**config.mk**
```make
export PLATFORM = sky130hd
export DESIGN_NAME = arcade_video_timing_io_decoder_flat
export DESIGN_NICKNAME = d
export VERILOG_FILES = /design/src/design/avtio_pkg.sv /design/src/design/avtio_cmd_if.sv /design/src/design/avtio_rsp_if.sv /design/src/design/arcade_video_timing_io_decoder.sv /design/src/flat_wrapper.sv
export VERILOG_INCLUDE_DIRS = /design/src /design/src/design
export SDC_FILE = /design/constraint.sdc
export NUM_CORES = 1
export LEC_CHECK = 0
export ABC_CLOCK_PERIOD_IN_PS = 8600
export BUFFER_PORTS_ARGS = -buffer_cell sky130_fd_sc_hd__buf_2
export CAP_MARGIN = 20
export CORE_UTILIZATION = 44
export DETAILED_ROUTE_END_ITERATION = 8
export GPL_TIMING_DRIVEN = 0
export PLACE_DENSITY = 0.66
export SYNTH_ARGS = -nofsm -noshare
export SYNTH_HDL_FRONTEND = slang
export SYNTH_SLANG_ARGS = --single-unit
```
**constraint.sdc**
```tcl
create_clock -name clk -period 8.6 [get_ports clk]
set_clock_uncertainty 0.2 [all_clocks]
set_input_delay 0.43 -clock clk [delete_from_list [all_inputs] [get_ports clk]]
set_output_delay 0.43 -clock clk [all_outputs]
set_load 0.01 [all_outputs]
```
**src/design/arcade_video_timing_io_decoder_assert.svh**
```systemverilog
// Assertion macros for the video timing / I/O decoder.
// AVTIO_ASSERT checks a property while out of reset.
// AVTIO_ASSERT_ALWAYS checks a property at every edge, reset included.
`ifndef ARCADE_VIDEO_TIMING_IO_DECODER_ASSERT_SVH
`define ARCADE_VIDEO_TIMING_IO_DECODER_ASSERT_SVH

`ifndef SYNTHESIS

`define AVTIO_ASSERT(lbl, clk, rst_n, prop) \
    lbl: assert property (@(posedge clk) disable iff (!rst_n) prop) \
        else $error("avtio: check failed");

`define AVTIO_ASSERT_ALWAYS(lbl, clk, prop) \
    lbl: assert property (@(posedge clk) prop) \
        else $error("avtio: invariant failed");

`else

`define AVTIO_ASSERT(lbl, clk, rst_n, prop)

`define AVTIO_ASSERT_ALWAYS(lbl, clk, prop)

`endif

`endif

```
**src/design/avtio_pkg.sv**
```systemverilog
package avtio_pkg;

    // Video timing
    localparam int LINE_TICKS   = 170;
    localparam int FRAME_LINES  = 320;
    localparam int VSYNC_PERIOD = 50000;
    localparam int VBLANK_TICKS = 3990;

    localparam int HCOUNT_W = $clog2(LINE_TICKS);
    localparam int VCOUNT_W = $clog2(FRAME_LINES);
    localparam int VSYNC_W  = $clog2(VSYNC_PERIOD);
    localparam int VBLANK_W = $clog2(VBLANK_TICKS + 1);

    localparam int ADDR_W     = 16;
    localparam int DATA_W     = 8;
    localparam int SCANLINE_W = 9;
    localparam int CFG_IDX_W  = 1;

    // Bus request codes
    localparam logic [1:0] REQ_NONE  = 2'd0;
    localparam logic [1:0] REQ_READ  = 2'd1;
    localparam logic [1:0] REQ_WRITE = 2'd2;

    // Configuration register indexes
    localparam logic [CFG_IDX_W-1:0] CFG_DIP_SWITCH_0 = 1'd0;
    localparam logic [CFG_IDX_W-1:0] CFG_DIP_SWITCH_1 = 1'd1;

    // Board I/O map
    localparam logic [ADDR_W-1:0] ADDR_SCANLINE = 16'hC000;
    localparam logic [ADDR_W-1:0] ADDR_DSW1     = 16'hC200;
    localparam logic [ADDR_W-1:0] ADDR_IN0      = 16'hC300;
    localparam logic [ADDR_W-1:0] ADDR_IN1      = 16'hC320;
    localparam logic [ADDR_W-1:0] ADDR_IN2      = 16'hC340;
    localparam logic [ADDR_W-1:0] ADDR_DSW0     = 16'hC360;
    localparam logic [ADDR_W-1:0] ADDR_NMI_EN   = 16'hC300;
    localparam logic [ADDR_W-1:0] ADDR_LATCH_2  = 16'hC302;
    localparam logic [ADDR_W-1:0] ADDR_LATCH_4  = 16'hC304;
    localparam logic [ADDR_W-1:0] ADDR_LATCH_8  = 16'hC308;
    localparam logic [ADDR_W-1:0] ADDR_LATCH_A  = 16'hC30A;
    localparam logic [ADDR_W-1:0] ADDR_LATCH_C  = 16'hC30C;

    typedef struct packed {
        logic [1:0]        req_type;
        logic [ADDR_W-1:0] bus_addr;
        logic [DATA_W-1:0] bus_wdata;
        logic [DATA_W-1:0] port_in0;
        logic [DATA_W-1:0] port_in1;
        logic [DATA_W-1:0] port_in2;
    } cmd_t;

    typedef struct packed {
        logic                  nmi_level;
        logic                  io_read_hit;
        logic [DATA_W-1:0]     io_read_data;
        logic                  mem_read;
        logic                  mem_write;
        logic [ADDR_W-1:0]     mem_addr;
        logic [DATA_W-1:0]     mem_wdata;
        logic [SCANLINE_W-1:0] scanline;
    } rsp_t;

endpackage

```
**src/design/avtio_cmd_if.sv**
```systemverilog
interface avtio_cmd_if;
    logic              valid;
    logic              ready;
    avtio_pkg::cmd_t   data;

    modport source (output valid, output data, input ready);
    modport sink   (input valid, input data, output ready);
endinterface

```
**src/design/avtio_rsp_if.sv**
```systemverilog
interface avtio_rsp_if;
    logic              valid;
    logic              ready;
    avtio_pkg::rsp_t   data;

    modport source (output valid, output data, input ready);
    modport sink   (input valid, input data, output ready);
endinterface

```
**src/design/arcade_video_timing_io_decoder.sv**
```systemverilog
// Board glue of a Z80 arcade machine: video timing, NMI and I/O decode.
// cmd: one request per CPU tick (bus access code, address, write data and
//   the three player input ports). Every accepted request advances the
//   horizontal / scanline counters and the vsync / vblank countdowns.
// rsp: one result per request: NMI level, decoded read data or the access
//   forwarded to memory, and the scanline after this tick.
// cfg: plain write port for the two DIP switch banks (index 0 and 1).
// Result: registered, and valid the cycle after the request is taken.
// Throughput: one request per cycle unless rsp stalls; the timing update
//   and decode are a single pass of logic between the state and result registers.
// Stall: the result register holds while rsp.ready is low; cmd.ready is
//   high whenever that register is empty or being drained this cycle, so a
//   waiting request is held back only while the receiver stalls a full
//   result register, and nothing is lost.
// Reset: counters, countdowns and the NMI enable clear to zero, DIP banks
//   read as zero, and the result register is empty. The first accepted
//   request finds vsync at zero and so starts a vblank at once.
// Configuration writes take effect on the next request.
`include "arcade_video_timing_io_decoder_assert.svh"

module arcade_video_timing_io_decoder (
    input  logic                                clk,
    input  logic                                rst_n,
    avtio_cmd_if.sink                           cmd,
    avtio_rsp_if.source                         rsp,
    input  logic                                cfg_we,
    input  logic [avtio_pkg::CFG_IDX_W-1:0]     cfg_index,
    input  logic [avtio_pkg::DATA_W-1:0]        cfg_wdata
);

    localparam logic [avtio_pkg::HCOUNT_W-1:0] HCOUNT_LAST =
        avtio_pkg::HCOUNT_W'(avtio_pkg::LINE_TICKS - 1);
    localparam logic [avtio_pkg::VCOUNT_W-1:0] VCOUNT_LAST =
        avtio_pkg::VCOUNT_W'(avtio_pkg::FRAME_LINES - 1);
    localparam logic [avtio_pkg::VSYNC_W-1:0] VSYNC_RELOAD =
        avtio_pkg::VSYNC_W'(avtio_pkg::VSYNC_PERIOD - 1);
    localparam logic [avtio_pkg::VBLANK_W-1:0] VBLANK_LOAD =
        avtio_pkg::VBLANK_W'(avtio_pkg::VBLANK_TICKS);

    // Timing state
    logic [avtio_pkg::HCOUNT_W-1:0] hcount_reg, hcount_next;
    logic [avtio_pkg::VCOUNT_W-1:0] vcount_reg, vcount_next;
    logic [avtio_pkg::VSYNC_W-1:0]  vsync_reg,  vsync_next;
    logic [avtio_pkg::VBLANK_W-1:0] vblank_reg, vblank_next;
    logic                           nmi_en_reg, nmi_en_next;

    // DIP switch banks
    logic [avtio_pkg::DATA_W-1:0] dip0_reg;
    logic [avtio_pkg::DATA_W-1:0] dip1_reg;

    // Result register
    logic             rsp_valid_reg;
    avtio_pkg::rsp_t  rsp_data_reg, rsp_data_next;

    logic cmd_take;
    logic vblank_src_nz;
    logic [avtio_pkg::VCOUNT_W-1:0] vcount_adv;
    logic [avtio_pkg::SCANLINE_W-1:0] scan_next;
    logic [2:0] rsp_targets;

    // Take a new request when the result slot is free or draining now.
    assign cmd.ready = !rsp_valid_reg || rsp.ready;
    assign cmd_take  = cmd.valid && cmd.ready;

    assign rsp.valid = rsp_valid_reg;
    assign rsp.data  = rsp_data_reg;

    // Video timing: advance horizontal, then the frame countdowns.
    always_comb
    begin
        hcount_next = hcount_reg + 1'b1;
        vcount_adv  = vcount_reg;
        if (hcount_reg == HCOUNT_LAST)
        begin
            hcount_next = '0;
            vcount_adv  = (vcount_reg == VCOUNT_LAST) ? '0 : vcount_reg + 1'b1;
        end

        vblank_src_nz = 1'b0;
        if (vsync_reg == '0)
        begin
            vsync_next    = VSYNC_RELOAD;
            vblank_src_nz = (VBLANK_LOAD != '0);
            vblank_next   = VBLANK_LOAD;
        end
        else
        begin
            vsync_next    = vsync_reg - 1'b1;
            vblank_src_nz = (vblank_reg != '0);
            vblank_next   = vblank_reg;
        end

        // Count down vblank and hold the scanline at the top of frame.
        vcount_next = vcount_adv;
        if (vblank_src_nz)
        begin
            vblank_next = vblank_next - 1'b1;
            vcount_next = '0;
        end

        scan_next = avtio_pkg::SCANLINE_W'(vcount_next);
    end

    // Bus decode for this tick's access.
    always_comb
    begin
        nmi_en_next = nmi_en_reg;

        rsp_data_next              = '0;
        rsp_data_next.nmi_level    = nmi_en_reg && (vblank_next != '0);
        rsp_data_next.scanline     = scan_next;

        case (cmd.data.req_type)
            avtio_pkg::REQ_READ:
            begin
                rsp_data_next.io_read_hit = 1'b1;
                case (cmd.data.bus_addr)
                    avtio_pkg::ADDR_SCANLINE:
                        rsp_data_next.io_read_data = scan_next[avtio_pkg::DATA_W-1:0];
                    avtio_pkg::ADDR_IN0:
                        rsp_data_next.io_read_data = cmd.data.port_in0;
                    avtio_pkg::ADDR_IN1:
                        rsp_data_next.io_read_data = cmd.data.port_in1;
                    avtio_pkg::ADDR_IN2:
                        rsp_data_next.io_read_data = cmd.data.port_in2;
                    avtio_pkg::ADDR_DSW0:
                        rsp_data_next.io_read_data = dip0_reg;
                    avtio_pkg::ADDR_DSW1:
                        rsp_data_next.io_read_data = dip1_reg;
                    default:
                    begin
                        // Not a board register: forward to memory.
                        rsp_data_next.io_read_hit = 1'b0;
                        rsp_data_next.mem_read    = 1'b1;
                        rsp_data_next.mem_addr    = cmd.data.bus_addr;
                    end
                endcase
            end
            avtio_pkg::REQ_WRITE:
            begin
                case (cmd.data.bus_addr)
                    avtio_pkg::ADDR_NMI_EN:
                        nmi_en_next = cmd.data.bus_wdata[0];
                    avtio_pkg::ADDR_SCANLINE,
                    avtio_pkg::ADDR_DSW1,
                    avtio_pkg::ADDR_LATCH_2,
                    avtio_pkg::ADDR_LATCH_4,
                    avtio_pkg::ADDR_LATCH_8,
                    avtio_pkg::ADDR_LATCH_A,
                    avtio_pkg::ADDR_LATCH_C:
                    begin
                        // Board latches with no effect here: drop the write.
                    end
                    default:
                    begin
                        rsp_data_next.mem_write = 1'b1;
                        rsp_data_next.mem_addr  = cmd.data.bus_addr;
                        rsp_data_next.mem_wdata = cmd.data.bus_wdata;
                    end
                endcase
            end
            default:
            begin
                // No access (and the unused code): timing only.
            end
        endcase
    end

    // Timing and NMI enable state
    always_ff @(posedge clk or negedge rst_n)
    begin
        if (!rst_n)
        begin
            hcount_reg <= '0;
            vcount_reg <= '0;
            vsync_reg  <= '0;
            vblank_reg <= '0;
            nmi_en_reg <= 1'b0;
        end
        else if (cmd_take)
        begin
            hcount_reg <= hcount_next;
            vcount_reg <= vcount_next;
            vsync_reg  <= vsync_next;
            vblank_reg <= vblank_next;
            nmi_en_reg <= nmi_en_next;
        end
    end

    // DIP switch banks
    always_ff @(posedge clk or negedge rst_n)
    begin
        if (!rst_n)
        begin
            dip0_reg <= '0;
            dip1_reg <= '0;
        end
        else if (cfg_we)
        begin
            case (cfg_index)
                avtio_pkg::CFG_DIP_SWITCH_0: dip0_reg <= cfg_wdata;
                avtio_pkg::CFG_DIP_SWITCH_1: dip1_reg <= cfg_wdata;
                default:
                begin
                end
            endcase
        end
    end

    // Result valid: set on a new request, drop when taken.
    always_ff @(posedge clk or negedge rst_n)
    begin
        if (!rst_n)
            rsp_valid_reg <= 1'b0;
        else if (cmd_take)
            rsp_valid_reg <= 1'b1;
        else if (rsp.ready)
            rsp_valid_reg <= 1'b0;
    end

    // Result payload: load only with a new request.
    always_ff @(posedge clk)
    begin
        if (cmd_take)
            rsp_data_reg <= rsp_data_next;
    end

    // At most one of decoded read, forwarded read and forwarded write per result
    assign rsp_targets = {rsp_data_reg.io_read_hit, rsp_data_reg.mem_read,
                          rsp_data_reg.mem_write};

    `AVTIO_ASSERT_ALWAYS(a_hcount_range, clk, (!rst_n || (hcount_reg <= HCOUNT_LAST)))
    `AVTIO_ASSERT(a_vblank_top, clk, rst_n, (vblank_reg != '0) |-> (vcount_reg == '0))
    `AVTIO_ASSERT(a_hcount_moves, clk, rst_n, cmd_take |=> (hcount_reg != $past(hcount_reg)))
    `AVTIO_ASSERT(a_one_target, clk, rst_n, rsp_valid_reg |-> ($countones(rsp_targets) <= 1))
endmodule
```
**src/flat_wrapper.sv**
```systemverilog
// flat-port wrapper written by rule: the top's interface ports become plain ports
module arcade_video_timing_io_decoder_flat 
  (clk, rst_n, cfg_we, cfg_index, cfg_wdata, cmd_valid, cmd_data, cmd_ready, rsp_valid, rsp_data, rsp_ready);
  avtio_cmd_if cmd_i ();
  avtio_rsp_if rsp_i ();
  input  logic clk;
  input  logic rst_n;
  input  logic cfg_we;
  input  logic [avtio_pkg::CFG_IDX_W-1:0] cfg_index;
  input  logic [avtio_pkg::DATA_W-1:0] cfg_wdata;
  input wire logic [$bits(cmd_i.valid)-1:0] cmd_valid;
  input wire logic [$bits(cmd_i.data)-1:0] cmd_data;
  output wire logic [$bits(cmd_i.ready)-1:0] cmd_ready;
  output wire logic [$bits(rsp_i.valid)-1:0] rsp_valid;
  output wire logic [$bits(rsp_i.data)-1:0] rsp_data;
  input wire logic [$bits(rsp_i.ready)-1:0] rsp_ready;
  assign cmd_i.valid = cmd_valid;
  assign cmd_i.data = cmd_data;
  assign cmd_ready = cmd_i.ready;
  assign rsp_valid = rsp_i.valid;
  assign rsp_data = rsp_i.data;
  assign rsp_i.ready = rsp_ready;
  arcade_video_timing_io_decoder u_core (.clk(clk), .rst_n(rst_n), .cmd(cmd_i), .rsp(rsp_i), .cfg_we(cfg_we), .cfg_index(cfg_index), .cfg_wdata(cfg_wdata));
endmodule
```
==> metrics.yaml <==
worst_setup_path:
  cpLargestDelayFamily: "simple AND/OR/NAND/NOR gates"
  cp-start-kind: "register"
  critPathBufInv: 2
  crit_path_top_delay_cell: "or4b_2"
  crit_chain: "inv_1 -> ha_1 -> or3b_2 -> or4b_2 -> or2_2 -> clkbuf_1 -> nand2_1 -> ha_1 -> or4b_2 -> or2_2 -> o21ai_0 -> o31ai_1 -> o41a_1"
  worstSetupPathType: "register to register"
  max_stage_delay_ns: 0.68
  arrival_ns: 4.81
  required_ns: 8.50
  cp_max_fo: 10
  endpoint_kind: "register"
run:
  maxCapViolations: 0
clock_network:
  cts-buffers-inserted: 9
  postCtsSetupRepairBufs: 0
  cts_resized: 0
  cts_tree: "yes"
  cts_sinks: 108
  path_clk_slew_ns: 0.08
  max-clock-path-buffers: 2
  cts_hold_buf: 0
  clock_latency_ns: 0.35
  cts_root_buffer: "clkbuf_16"
  cts-htree-levels: 3
final_layout:
  drive_gt1_share_pct: 27.6
  fillers: 999
  largest_register_ffs: 45
  seqCellArea_sq_um: 2930
  syn_to_final_growth_pct: 20.4
  final_nets: 668
  multi_input_area_sq_um: 2240
  n_antenna_cell: 0
  final_cells: 745
sta:
  fin_ws_ns: 3.68
  worst_pin_slew_ns: 0.838
  fin_crit_sh_pct: 57.2
  rsz0062_at_grt: "false"
  setup_violations: 0
  max_freq_ghz: 0.203
  slew_headroom_pct: 43.6
  drv_slew: 0
  min_period_ns: 4.92
  finalSetupTns_ns: 0
  finalHoldViolations: 22
  hold-worst-slack_ns: -0.0113
logic_synthesis:
  synthFlopType: "dfrtp_1"
  syn-instance-count: 475
  seq_area_frac_synth_pct: 55.4
  synth_edf_count: 45
  synth_top_area_share_pct: 29.8
  synth_nets: 546
  postSynthAreaPerCell_sq_um: 11.1
  synth_area_leaders: "dfrtp_1 (30%), edfxtp_1 (26%), mux2_2 (5.3%)"
  synth.cell_area_sq_um: 5290
  yosys_warnings: 0
  synth_cell_types: 52
  yosysTopAreaCell: "dfrtp_1"
  synth-seq-cells: 108
  synth_async_sr_flop_share_pct: 58.3
placed_design:
  dp_hpwl_um: 8740
  port_buffers: 110
  dp_slack_ns: 3.73
  dp_cells: 729
  routabilityCongestion: 0.834
detailed_routing:
  totalWireLength_um: 12100
  wl_per_cell_um: 16.3
  drtAntennaViolNets: 0
  post_drt_via_cell_ratio: 5.57
  drtIter0Drc: 265
  num_vias: 4147
  route.detailed.drc: 8
  firstDrtPassIters: 6
die:
  rows: 39
  die_h_um: 112
  die_w_um: 112
  initial_core_util_pct: 45.7
  die_area_sq_um: 12500
  core_sq_um: 11600
  ios: 111
grt:
  antenna_found_initial: 0
  grtUsageTotal_pct: 20.6
  grt_pass1_wl_um: 20300
  grt_max_degree: 64
  grt_pass1_vias: 4090
  grt_overflow: 0
status:
  violations: "design-rule violations, negative hold slack"
  outcome: "finished with violations"
pwr:
  power.total_w: 0.00137
  ir_drop_mv: 0.0997
  powerDensity_nw_per_um2: 215
  p_leak_nw: 2.62
min_path:
  hold_class: "primary input to async pin"
[per-layer routing]
metal	track usage, %	vias to the layer above	part of all wire [%]
met2	32.0	126	46
li1	-	2005	-
met4	8.20	0	1.8
met3	4.74	15	5.8
met5	0	-	0
met1	28.0	2001	46
[worst reg2reg max path, stage by stage (launching register included)]
cell and delay (ns):
dfrtp_1 0.40, inv_1 0.07, ha_1 0.16, or3b_2 0.49, or4b_2 0.68, or2_2 0.35
clkbuf_1 0.27, nand2_1 0.14, ha_1 0.22, or4b_2 0.68, or2_2 0.32, o21ai_0 0.16
o31ai_1 0.12, o41a_1 0.42
[through the flow]
step | area (sq um) | util [%]
after detailed placement | 6040 | 52.2
after CTS | 6360 | 55.0
after floorplan | 5290 | -
after global routing | 6360 | 55.0
final | 6360 | 55.0
after global placement | 6010 | 52.0
[Yosys cell counts, types with 2 or more instances]
master     n
a222oi_1   6
a22oi_1    3
xor2_1     7
nor2b_1    6
mux4_2     2
a31oi_1    5
nor4_1     7
o21ai_0   26
a22o_1    10
and2_1    25
ha_1       7
nand4_1    6
inv_1      9
clkbuf_1  18
nor3b_1    2
nand2b_1  11
mux2_2    25
or3_1     14
xnor2_1    8
o31ai_1   10
or2_2      3
nor2_1    32
or4b_2     3
a211o_1    2
a21oi_1   23
nand2_1   42
and3_1     5
edfxtp_1  45
dfrtp_1   63
nand3_1    6
or4_1      8
buf_1      2
nor3_1    11
a21o_1     4
mux2i_1    2
[final timing paths]
kind / startpoint / endpoint / slack (ns) / depth (start not counted)
hold reg to reg: u_core.vsync_reg[15] / u_core.vsync_reg[15] / 0.29 / 1
min in group clk: cmd_valid / u_core.rsp.valid / 0.10 / 2
setup reg to reg: u_core.vsync_reg[0] / u_core.rsp.data[44] / 3.68 / 13
setup / recovery: u_core.vsync_reg[0] / u_core.rsp.data[44] / 3.68 / 13
max in group asynchronous: rst_n / u_core.nmi_en_reg / 7.68 / 1
hold / removal: rst_n / u_core.vsync_reg[10] / -0.01 / 1
[logic make-up after synthesis]
| group | Yosys count | synth area share, % |
|---|---|---|
| xor+xnor | 15 | 2.49 |
| simple gates | 187 | 19.3 |
| fa+ha+maj | 8 | 1.85 |
| mux | 29 | 6.56 |
| flops | 108 | 55.4 |
| buf+inv | 30 | 2.27 |
| compound gates | 98 | 12.2 |
[placed cells by master, fill, tap and decap left out, drive strengths merged, types with 12 or more instances in the layout]
cell / instances
a21oi: 23
and2: 25
buf: 114
clkbuf: 28
dfrtp: 63
edfxtp: 45
mux2: 25
nand2: 42
nor2: 32
nor3: 12
o21ai: 27
or3: 14
[where the power goes]
part	switching [W]	internal, W
Sequential	0.0000683	0.000613
Combinational	0.000124	0.000116
Clock	0.000191	0.000259
[final cells by class]
class / count / share of cell area (%)
multi-input combinational: 337 / 35.2
sequential: 108 / 46.0
buffer: 21 / 1.38
tap: 143 / 2.81
inverter: 9 / 0.531
clock inverter: 6 / 1.51
timing repair buffer: 111 / 9.01
clock buffer: 10 / 3.60
Power figures use the tool's default switching activity.
